<file path="src/rtl/sfr_pkg.sv">
// ----------------------------------------------------------------------------
// sfr_pkg
// Shared types and constants for the dual-mode serial frame receiver.
// ----------------------------------------------------------------------------
`timescale 1ns / 1ps

package sfr_pkg;

    // default sizing
    localparam int DEFAULT_BUFFER_DEPTH  = 128;
    localparam int DEFAULT_HEADER_LENGTH = 6;

    // fixed field widths
    localparam int KIND_W     = 3;
    localparam int BYTE_W     = 8;
    localparam int INDEX_W    = 7;
    localparam int EXP_LEN_W  = 17;

    // word kinds
    localparam logic [KIND_W-1:0] KIND_RX_BYTE   = 3'd0;
    localparam logic [KIND_W-1:0] KIND_RESP_SENT = 3'd1;
    localparam logic [KIND_W-1:0] KIND_TX_DONE   = 3'd2;
    localparam logic [KIND_W-1:0] KIND_TAKE_CMD  = 3'd3;
    localparam logic [KIND_W-1:0] KIND_READ_BUF  = 3'd4;

    // framing marks
    localparam logic [BYTE_W-1:0] OPEN_MARK  = 8'h3C;
    localparam logic [BYTE_W-1:0] CLOSE_MARK = 8'h3E;

    // command framing state
    typedef enum logic [2:0] {
        BR_IDLE   = 3'b001,
        BR_OPEN   = 3'b010,
        BR_CLOSED = 3'b100
    } t_bracket;

endpackage

</file>
<file path="src/rtl/sfr_ram.sv">
// ----------------------------------------------------------------------------
// sfr_ram
// Generic single-write, single-read RAM with registered read data.
// ----------------------------------------------------------------------------
`timescale 1ns / 1ps

module sfr_ram #(
    parameter int WIDTH = 8,
    parameter int DEPTH = 128
) (
    input  logic                     i_clk,
    input  logic                     i_we,
    input  logic [$clog2(DEPTH)-1:0] i_waddr,
    input  logic [WIDTH-1:0]         i_wdata,
    input  logic                     i_re,
    input  logic [$clog2(DEPTH)-1:0] i_raddr,
    output logic [WIDTH-1:0]         o_rdata
);

    logic [WIDTH-1:0] r_mem [DEPTH];
    logic [WIDTH-1:0] r_rdata;

    // write port
    always_ff @(posedge i_clk) begin
        if (i_we) begin
            r_mem[i_waddr] <= i_wdata;
        end
    end

    // registered read port, holds when not enabled
    always_ff @(posedge i_clk) begin
        if (i_re) begin
            r_rdata <= r_mem[i_raddr];
        end
    end

    assign o_rdata = r_rdata;

endmodule

</file>
<file path="src/rtl/serial_frame_receiver_dual_mode.sv">
// ----------------------------------------------------------------------------
// serial_frame_receiver_dual_mode
// Serial byte receiver with angle-bracket command framing or Modbus TCP
// length framing, storing bytes in a wrapping receive buffer.
// ----------------------------------------------------------------------------
//  channel  | signals                                   | direction
//  ---------+-------------------------------------------+----------
//  input    | i_in_valid / o_in_ready, kind, byte, index | in
//  result   | o_out_valid / i_out_ready, six fields      | out
//  config   | i_cfg_we / i_cfg_data (command_mode)       | in
//
//  One word per cycle while input ready holds; the accepting edge loads the
//  middle stage and starts the buffer read, then the result register is loaded
//  from the middle stage once it is empty or being taken, and offers the result.
//  State is updated at the accepting edge, so back-to-back words always see
//  the effect of the previous one, buffer reads included.
//  A stalled result holds the result register and then the middle stage;
//  input ready drops only when both are full.
//  Reset is synchronous, active low; the buffer itself is not cleared.
// ----------------------------------------------------------------------------
`timescale 1ns / 1ps

module serial_frame_receiver_dual_mode
    import sfr_pkg::*;
#(
    parameter int BUFFER_DEPTH  = DEFAULT_BUFFER_DEPTH,
    parameter int HEADER_LENGTH = DEFAULT_HEADER_LENGTH
) (
    input  logic               i_clk,
    input  logic               i_rst_n,
    // configuration
    input  logic               i_cfg_we,
    input  logic               i_cfg_data,
    // input words
    input  logic               i_in_valid,
    output logic               o_in_ready,
    input  logic [KIND_W-1:0]  i_kind,
    input  logic [BYTE_W-1:0]  i_rx_byte,
    input  logic [INDEX_W-1:0] i_read_index,
    // result words
    output logic               o_out_valid,
    input  logic               i_out_ready,
    output logic [INDEX_W-1:0] o_byte_count,
    output logic               o_ready_event,
    output logic               o_frame_received,
    output logic               o_command_ready,
    output logic [INDEX_W-1:0] o_taken_length,
    output logic [BYTE_W-1:0]  o_read_data
);

    localparam int AW = $clog2(BUFFER_DEPTH);
    // one bit above the wider of index and address, so the depth itself fits
    localparam int IW = ((AW > INDEX_W) ? AW : INDEX_W) + 1;
    localparam logic [AW-1:0] LAST_ADDR = AW'(BUFFER_DEPTH - 1);
    localparam logic [AW-1:0] HDR_HI_ADDR = AW'((HEADER_LENGTH - 2) % BUFFER_DEPTH);
    localparam logic [EXP_LEN_W-1:0] HDR_LEN = EXP_LEN_W'(HEADER_LENGTH);

    // architectural state
    logic                 r_cmd_mode;
    logic [AW-1:0]        r_count,   n_count;
    t_bracket             r_bracket, n_bracket;
    logic                 r_busy,    n_busy;
    logic [EXP_LEN_W-1:0] r_exp_len, n_exp_len;
    logic                 r_pending, n_pending;
    logic [BYTE_W-1:0]    r_hdr_hi;

    // middle stage (waiting for buffer read data)
    logic               r_a_valid;
    logic [INDEX_W-1:0] r_a_count;
    logic               r_a_ready_ev;
    logic               r_a_frame;
    logic               r_a_pending;
    logic [INDEX_W-1:0] r_a_taken;
    logic               r_a_is_read;

    // result register
    logic               r_out_valid;
    logic [INDEX_W-1:0] r_out_count;
    logic               r_out_ready_ev;
    logic               r_out_frame;
    logic               r_out_pending;
    logic [INDEX_W-1:0] r_out_taken;
    logic [BYTE_W-1:0]  r_out_rdata;

    // per-word combinational results
    logic               accept;
    logic               a_move;
    logic               n_ready_ev;
    logic               n_frame;
    logic [INDEX_W-1:0] n_taken;
    logic               n_is_read;
    logic               wr_en;
    logic [AW-1:0]      wr_addr;
    logic [AW-1:0]      cnt_base;
    logic [AW-1:0]      cnt_inc;
    logic [IW-1:0]      idx_ext;
    logic [BYTE_W-1:0]  ram_rdata;

    // handshake and stage movement
    assign a_move     = r_a_valid && (!r_out_valid || i_out_ready);
    assign o_in_ready = !r_a_valid || a_move;
    assign accept     = i_in_valid && o_in_ready;

    // receive buffer
    sfr_ram #(
        .WIDTH (BYTE_W),
        .DEPTH (BUFFER_DEPTH)
    ) u_buf (
        .i_clk   (i_clk),
        .i_we    (wr_en),
        .i_waddr (wr_addr),
        .i_wdata (i_rx_byte),
        .i_re    (accept),
        .i_raddr (AW'(i_read_index)),
        .o_rdata (ram_rdata)
    );

    assign idx_ext = IW'(i_read_index);

    // Modbus: first byte after idle restarts the count
    assign cnt_base = (r_busy || r_cmd_mode) ? r_count : '0;
    assign cnt_inc  = (cnt_base == LAST_ADDR) ? '0 : cnt_base + AW'(1);
    assign wr_addr  = cnt_base;

    // next-state logic for one word
    always_comb begin
        n_count    = r_count;
        n_bracket  = r_bracket;
        n_busy     = r_busy;
        n_exp_len  = r_exp_len;
        n_pending  = r_pending;
        n_ready_ev = 1'b0;
        n_frame    = 1'b0;
        n_taken    = '0;
        n_is_read  = 1'b0;
        wr_en      = 1'b0;

        unique case (i_kind)
            KIND_RX_BYTE: begin
                if (r_cmd_mode) begin
                    unique case (r_bracket)
                        BR_IDLE: begin
                            if (i_rx_byte == OPEN_MARK) begin
                                n_bracket = BR_OPEN;
                            end else if (i_rx_byte == CLOSE_MARK) begin
                                n_bracket = BR_CLOSED;
                            end
                        end
                        BR_OPEN: begin
                            if (i_rx_byte == CLOSE_MARK) begin
                                n_bracket = BR_CLOSED;
                            end else begin
                                wr_en   = 1'b1;
                                n_count = cnt_inc;
                            end
                        end
                        BR_CLOSED: begin
                            n_bracket = BR_CLOSED;
                        end
                        default: begin
                            n_bracket = BR_IDLE;
                        end
                    endcase
                    n_pending = (n_bracket == BR_CLOSED);
                end else begin
                    n_ready_ev = !r_busy;
                    n_busy     = 1'b1;
                    wr_en      = 1'b1;
                    n_count    = cnt_inc;
                    // header complete: length field is the byte before and this byte
                    if (EXP_LEN_W'(cnt_inc) == HDR_LEN) begin
                        n_exp_len = HDR_LEN + EXP_LEN_W'({r_hdr_hi, i_rx_byte});
                    end
                    n_frame = (EXP_LEN_W'(cnt_inc) == n_exp_len);
                end
            end
            KIND_RESP_SENT: begin
                n_busy = 1'b0;
            end
            KIND_TX_DONE: begin
                if (!r_cmd_mode) begin
                    n_count = '0;
                end
            end
            KIND_TAKE_CMD: begin
                if (r_pending) begin
                    n_taken   = INDEX_W'(r_count);
                    n_count   = '0;
                    n_bracket = BR_IDLE;
                    n_pending = 1'b0;
                end
            end
            KIND_READ_BUF: begin
                n_is_read = (idx_ext < IW'(BUFFER_DEPTH));
            end
            default: begin
                n_count = r_count;
            end
        endcase
    end

    // configuration register
    always_ff @(posedge i_clk) begin
        if (!i_rst_n) begin
            r_cmd_mode <= 1'b0;
        end else if (i_cfg_we) begin
            r_cmd_mode <= i_cfg_data;
        end
    end

    // state update on each accepted word
    always_ff @(posedge i_clk) begin
        if (!i_rst_n) begin
            r_count   <= '0;
            r_bracket <= BR_IDLE;
            r_busy    <= 1'b0;
            r_exp_len <= '0;
            r_pending <= 1'b0;
        end else if (accept) begin
            r_count   <= n_count;
            r_bracket <= n_bracket;
            r_busy    <= n_busy;
            r_exp_len <= n_exp_len;
            r_pending <= n_pending;
        end
    end

    // copy of the buffer entry holding the length high byte
    always_ff @(posedge i_clk) begin
        if (accept && wr_en && (wr_addr == HDR_HI_ADDR)) begin
            r_hdr_hi <= i_rx_byte;
        end
    end

    // middle stage
    always_ff @(posedge i_clk) begin
        if (!i_rst_n) begin
            r_a_valid <= 1'b0;
        end else if (o_in_ready) begin
            r_a_valid <= i_in_valid;
        end
    end

    always_ff @(posedge i_clk) begin
        if (accept) begin
            r_a_count    <= INDEX_W'(n_count);
            r_a_ready_ev <= n_ready_ev;
            r_a_frame    <= n_frame;
            r_a_pending  <= n_pending;
            r_a_taken    <= n_taken;
            r_a_is_read  <= n_is_read;
        end
    end

    // result register
    always_ff @(posedge i_clk) begin
        if (!i_rst_n) begin
            r_out_valid <= 1'b0;
        end else if (!r_out_valid || i_out_ready) begin
            r_out_valid <= r_a_valid;
        end
    end

    always_ff @(posedge i_clk) begin
        if (a_move) begin
            r_out_count    <= r_a_count;
            r_out_ready_ev <= r_a_ready_ev;
            r_out_frame    <= r_a_frame;
            r_out_pending  <= r_a_pending;
            r_out_taken    <= r_a_taken;
            r_out_rdata    <= r_a_is_read ? ram_rdata : '0;
        end
    end

    assign o_out_valid      = r_out_valid;
    assign o_byte_count     = r_out_count;
    assign o_ready_event    = r_out_ready_ev;
    assign o_frame_received = r_out_frame;
    assign o_command_ready  = r_out_pending;
    assign o_taken_length   = r_out_taken;
    assign o_read_data      = r_out_rdata;

    // pending command exactly when the framing state is closed
    a_pending_closed: assert property (@(posedge i_clk) disable iff (!i_rst_n)
        r_pending == (r_bracket == BR_CLOSED))
        else $error("pending flag out of step with framing state");

    // write count stays inside the buffer
    a_count_range: assert property (@(posedge i_clk) disable iff (!i_rst_n)
        EXP_LEN_W'(r_count) < EXP_LEN_W'(BUFFER_DEPTH))
        else $error("write count beyond buffer depth");

    // a ready event leaves the receiver busy
    a_ready_busy: assert property (@(posedge i_clk) disable iff (!i_rst_n)
        accept && n_ready_ev |=> r_busy)
        else $error("ready event without busy");

    // a blocked middle stage keeps its word
    a_stage_hold: assert property (@(posedge i_clk) disable iff (!i_rst_n)
        r_a_valid && !a_move |=> r_a_valid && $stable(r_a_count) && $stable(r_a_is_read))
        else $error("middle stage lost its word while stalled");

    // no ready event or frame event in command mode
    a_cmd_no_ready: assert property (@(posedge i_clk) disable iff (!i_rst_n)
        r_cmd_mode |-> !n_ready_ev && !n_frame)
        else $error("Modbus event raised in command mode");

endmodule

</file>
<file path="config.mk">
export PLATFORM = sky130hd
export DESIGN_NAME = serial_frame_receiver_dual_mode
export DESIGN_NICKNAME = d
export VERILOG_FILES = /design/src/rtl/sfr_pkg.sv /design/src/rtl/sfr_ram.sv /design/src/rtl/serial_frame_receiver_dual_mode.sv
export SDC_FILE = /design/constraint.sdc
export NUM_CORES = 1
export LEC_CHECK = 0
export BUFFER_PORTS_ARGS = -buffer_cell sky130_fd_sc_hd__buf_2
export CORE_MARGIN = 2
export CORE_UTILIZATION = 47
export CTS_CLUSTER_SIZE = 16
export DETAILED_ROUTE_END_ITERATION = 12
export GPL_ROUTABILITY_DRIVEN = 0
export SLEW_MARGIN = 20
export SYNTH_ARGS = -nofsm -noshare
export SYNTH_HDL_FRONTEND = slang
export SYNTH_HIERARCHICAL = 1
export SYNTH_SLANG_ARGS = --single-unit
</file>
<file path="constraint.sdc">
create_clock -name i_clk -period 5.3 [get_ports i_clk]
set_input_delay 1.06 -clock i_clk [delete_from_list [all_inputs] [get_ports i_clk]]
set_output_delay 1.06 -clock i_clk [all_outputs]
set_load 0.02 [all_outputs]
</file>
### Word-level counts from Yosys, hierarchy flattened

Memories as Yosys holds them, arrays and structs flattened. A register that Yosys moved wholly into a read port is not among the register bits.
Index checks and enable logic that the tools add are counted.

| word-level totals | value |
|---|---|
| memory bits (writable) | 1024 |
| memories kept | 1 |
| flip-flop bits (word level) | 83 |
| output and inout bits | 27 |
| input bits | 24 |

Memories:

| memory | depth | width | read ports | clocked after Yosys merged registers in | wr ports | line | source |
|---|---|---|---|---|---|---|---|
| u_buf.r_mem | 128 | 8 | 1 | 1 | 1 | sfr_ram.sv:20 | `logic [WIDTH-1:0] r_mem [DEPTH];` |

| cells by class | value |
|---|---|
| muxes and demuxes | 29 |
| bitwise gates (word level) | 2 |
| reductions and logical operators | 18 |
| equality and inequality tests | 17 |
| add/subtract/negate cells | 2 |
| $lt $le $gt $ge | 1 |

Operator list:

| kind | count |
|---|---|
| 2-to-1 mux 17 bit | 3 |
| 2-to-1 mux 7 bit | 7 |
| case mux 7 bit (3 select lines) | 1 |
| 2-to-1 mux 3 bit | 6 |
| adder 3 x 16 -> 17 bit, first input constant | 1 |
| == test 7 x 17 -> 1 bit | 1 |
| == test 8 x 6 -> 1 bit, second input constant | 2 |
| == test 7 x 3 -> 1 bit, second input constant | 2 |
| == test 3 x 2 -> 1 bit, second input constant | 3 |
| == test 3 bit, second input constant | 3 |
| case mux 3 bit (3 select lines) | 1 |
| less-than comparator 7 x 8 -> 1 bit, second input constant | 1 |
| 2-to-1 mux 1 bit | 8 |
| adder 7 x 1 -> 7 bit, second input constant | 1 |
| == test 7 bit, second input constant | 1 |
| == test 3 x 1 -> 1 bit, second input constant | 2 |
| != test 2 bit, second input constant | 3 |
| case mux 3 bit (2 select lines) | 1 |
| AND reduction 3 bit | 2 |
| logical AND 1 bit | 4 |
| case mux 1 bit (2 select lines) | 2 |
| AND reduction 4 bit | 1 |
| nonzero test 2 bit | 2 |
| zero test 1 bit | 3 |
| other kinds (5) | 8 |

### Depth between registers and ports, before layout

| depth | value |
|---|---|
| depth in word-level cells | 9 |
| depth in mapped cells | 16 |

### Hierarchy

The synthesis kept the hierarchy.

By module, submodules not included:

| module | area each (um^2) | instances | sequential area each (um^2) | cells an instance |
|---|---|---|---|---|
| sfr_ram | 39745.6 | 1 | 30989.7 | 1635 |
| serial_frame_receiver_dual_mode | 4067.7 | 1 | 2172.1 | 375 |

### Least setup slack after synthesis

OpenSTA, ideal clock, no wires.

| timing path | value |
|---|---|
| kind | reg-to-reg |
| from | reg r_busy |
| to | reg r_a_frame (data pin) |
| stages on the path, launching flop included | 14 |
| arrival | 3616 ps |
| path slack | 1515 ps |
| library setup time | 169 ps |
| buffers on the path | 2 |
| data required time | 5131 ps |
| cell sequence | dfxtp_1 > buf_6 > or2_2 > clkbuf_1 > nand2_1 > inv_1 > ha_1 > and3_1 > mux2_4 > or4b_4 > or2_1 > or4_1 > a221o_1 > nor4b_2 |

| between the ends | value |
|---|---|
| longest elaborated chain between the ends | 9 |
| elaborated cells on any way between the ends | 10 |

Ends and longest elaborated chain:

| what | line | source |
|---|---|---|
| start, declared | serial_frame_receiver_dual_mode.sv:62 | `logic r_busy, n_busy;` |
| start signal, assigned | serial_frame_receiver_dual_mode.sv:222 | `r_busy <= n_busy;` |
| logical OR 1 bit * | serial_frame_receiver_dual_mode.sv:121 | `assign cnt_base = (r_busy \|\| r_cmd_mode) ? r_count : '0;` |
| 2-to-1 mux 7 bit * | serial_frame_receiver_dual_mode.sv:121 |  |
| named net cnt_base[0] | serial_frame_receiver_dual_mode.sv:94 | `logic [AW-1:0] cnt_base;` |
| adder 7 x 1 -> 7 bit / == test 7 bit (equally long branches) | serial_frame_receiver_dual_mode.sv:122 | `assign cnt_inc = (cnt_base == LAST_ADDR) ? '0 : cnt_base + AW'(1);` |
| 2-to-1 mux 7 bit * | serial_frame_receiver_dual_mode.sv:122 |  |
| == test 7 x 3 -> 1 bit | serial_frame_receiver_dual_mode.sv:171 | `if (EXP_LEN_W'(cnt_inc) == HDR_LEN) begin` |
| 2-to-1 mux 17 bit | serial_frame_receiver_dual_mode.sv:171 |  |
| 2-to-1 mux 17 bit | serial_frame_receiver_dual_mode.sv:140 | `if (r_cmd_mode) begin` |
| 2-to-1 mux 17 bit | serial_frame_receiver_dual_mode.sv:138 | `unique case (i_kind)` |
| == test 7 x 17 -> 1 bit * | serial_frame_receiver_dual_mode.sv:174 | `n_frame = (EXP_LEN_W'(cnt_inc) == n_exp_len);` |
| end signal, assigned | serial_frame_receiver_dual_mode.sv:248 | `r_a_frame <= n_frame;` |
| end, declared | serial_frame_receiver_dual_mode.sv:71 | `logic r_a_frame;` |

The timed path passes the listed nets; every way through them passes the cells marked *. The select of a mux whose other input is x is not followed.
A chain may end at the register's enable or synchronous reset.

### Worst setup path in the final report

Same ends and word-level chain as after synthesis.

==> results.json <==
{
  "status": "complete, no violations",
  "clk_path_buf_depth": 3,
  "cts_hold_buffers": 0,
  "power.density_nw_per_um2": 372,
  "period_share_pct": 83.1,
  "design.core.area_sq_um": 92100,
  "crit_required_ns": 5.81,
  "synth_cell_types": 62,
  "fmax_mhz": 227,
  "max_cap_viol_count": 0,
  "tns_ns": 0,
  "firstDrtPassIters": 5,
  "synth_nets": 2038,
  "p_total_uw": 18500,
  "tightest_slew_ns": 1.06,
  "arrival_ns": 4.91,
  "ys.flop_type": "edfxtp_1",
  "critPathLaunchType": "flop",
  "clk_pin_slew_ns": 0.06,
  "fin_crit_ns": 4.40,
  "grt_use_total_pct": 21.7,
  "yosysSeqAreaShare_pct": 75.7,
  "areaGrowthSynthToFinish_pct": 13.2,
  "placementRows": 111,
  "die_height_microns": 309,
  "ios": 51,
  "report.final.slew_viol_count": 0,
  "cts_sinks": 1115,
  "grt_max_degree": 132,
  "drive_gt1_share_pct": 29.1,
  "syn-mean-instance-area_sq_um": 21.8,
  "synth_area_sq_um": 43800,
  "wire_per_inst_microns": 29.4,
  "post_cts_buffers": 0,
  "clk_latency_ns": 0.68,
  "cts_buffers": 113,
  "endpoint_kind": "flop",
  "async_flop_share_pct": 0,
  "path_max_fanout": 11,
  "dpl.hpwl_mm": 64.9,
  "die-width_microns": 309,
  "synth_area_leaders": "edfxtp_1 (74%), mux4_2 (17%), dfxtp_1 (1.5%)",
  "combinationalPowerShare_pct": 4.6,
  "cts_root_buffer": "clkbuf_16",
  "peakVddDrop_mv": 0.249,
  "routed_wl_mm": 102,
  "cts_tree": "yes",
  "p_int_uw": 14700,
  "fin_skew_ns": 0.0332,
  "synth.largest_area_cell": "edfxtp_1",
  "seqPwrFrac_pct": 52.6,
  "min_path_type": "reg -> reg",
  "antenna_found_initial": 7,
  "leakage_uw": 0.0156,
  "vias": 21027,
  "fin_nets": 2167,
  "initial_core_util_pct": 47.6,
  "max_slew_margin_pct": 29.3,
  "clkPwrFrac_pct": 42.8,
  "viasPerCell": 6.04,
  "switching_share_pct": 20.4,
  "drt_drc_violations_left": 0,
  "p_switching_uw": 3770,
  "ys_seq_elements": 1115,
  "synthCells": 2010,
  "path_class": "reg -> reg",
  "synth_warnings": 6,
  "yosys.area.top_type_share_pct": 74.2,
  "setup_viol": 0,
  "finalHoldViolCount": 0,
  "portBuffers": 50,
  "rsz0062_at_grt": "false",
  "cts.repair.resized": 0,
  "grt_overflow": 0,
  "drt_iter0_drc": 2367,
  "grt_pass1_vias": 21101,
  "design.die.area_sq_um": 95700,
  "htreeDepth": 3,
  "grt_pass1_wl_mm": 148,
  "ant_nets": 0,
  "synth_enable_flop_cells": 1083
}
[routing by layer]
metal,up-vias,GRT usage (%),routed length [microns]
li1,8694,-,-
met1,11396,31.3,43600
met2,796,35.2,50400
met3,139,3.32,6260
met4,2,5.31,1990
met5,-,0,13
[power by group through the flow]
stage,logic [uW],clock network [uW],registers [uW]
floorplan,463,0,9900
global placement,855,0,9890
detailed placement,867,0,9890
CTS,869,8060,9710
global route,900,8390,9710
finish,855,7910,9710
[cell families (layout without fill, tap and decap cells)]
group	Yosys count	after routing	synth area share (%)
flip-flops	1115	1115	75.7
multiplexers	354	354	17.7
buffers and inverters	119	343	1.21
XOR/XNOR	20	20	0.400
other	0	2	0
adder cells (fa/ha/maj)	4	4	0.114
AO/OA/AOI/OAI	76	76	1.35
AND/OR/NAND/NOR	322	322	3.52
[metrics by stage]
| step | hold slack, ns | utilization, % | instance area (sq um) | instances | setup WS (ns) |
|---|---|---|---|---|---|
| after floorplan | 0.400 | - | 43800 | 2010 | 1.52 |
| after global placement | 0.406 | 49.8 | 45900 | 3267 | 0.819 |
| after detailed placement | 0.405 | 49.8 | 45900 | 3267 | 0.760 |
| after CTS | 0.423 | 53.8 | 49600 | 3477 | 0.918 |
| after global routing | 0.428 | 53.9 | 49600 | 3477 | 0.672 |
| final | 0.423 | 53.9 | 49600 | 3479 | 0.898 |
[flip-flops by register name (all words and copies together) (netlist names), 7 cells and up]
name	cells
o_read_data	8
u_buf/o_rdata	8
r_count	7
r_a_taken	7
o_taken_length	7
r_hdr_hi	8
u_buf/r_mem	1024
o_byte_count	7
r_a_count	7
r_exp_len	17
[critical path, cell delays in order (launching register included)]
cell     delay, ns
dfxtp_1       0.48
or2_2         0.27
nand2_1       0.12
inv_1         0.37
ha_1          0.27
and3_1        0.27
mux2_4        0.38
or4b_4        0.53
or2_1         0.38
or4_1         0.56
a221o_1       0.36
nor4b_2       0.24
[final cells by class]
type / count / area (sq um)
flip-flops and latches: 1115 / 33200
repair buffers: 121 / 988
fillers: 6943 / 42500
well taps: 1243 / 1560
clock inverters: 72 / 709
inverters: 12 / 45.0
diodes: 2 / 5.00
clock buffers: 138 / 2980
multi-input cells: 776 / 10100
[cell usage after synthesis, types with 5 or more instances]
cell and number:
edfxtp_1 1083, mux4_2 336, nor2_1 143, clkbuf_1 55, nand2_1 50, dfxtp_1 32
nor3_1 21, buf_2 20, nor2b_1 20, and2_1 19, buf_1 19, nand3_1 17
o211a_1 14, inv_1 12, xnor2_1 12, buf_4 11, o21ai_0 11, mux2_2 10
nand2b_1 9, a21oi_1 8, xor2_1 8, mux2i_1 7, nand4_1 7, o21a_1 6
a22o_1 5, nor3b_1 5, nor4_1 5
[layout by cell type (no fill, tap or decap), drive strengths merged, types with 9 or more instances in the layout]
| cell | count |
|---|---|
| edfxtp | 1083 |
| mux4 | 336 |
| nor2 | 143 |
| clkbuf | 138 |
| buf | 121 |
| nand2 | 50 |
| clkinv | 50 |
| dfxtp | 32 |
| nor3 | 21 |
| nor2b | 20 |
| and2 | 19 |
| nand3 | 17 |
| inv | 15 |
| o211a | 14 |
| bufinv | 14 |
| xnor2 | 12 |
| o21ai | 12 |
| mux2 | 11 |
| nand2b | 9 |
[path summary, 6_finish.rpt]
check / startpoint / to / slack [ns] / cells past startpoint
worst max-delay path: r_busy / r_a_frame / 0.90 / 11
worst min-delay path: r_a_count[5] / o_byte_count[5] / 0.42 / 0
worst max register to register: r_busy / r_a_frame / 0.90 / 11
worst min register to register: r_a_count[5] / o_byte_count[5] / 0.42 / 0
Note: power is estimated with default switching activity, not from simulation.
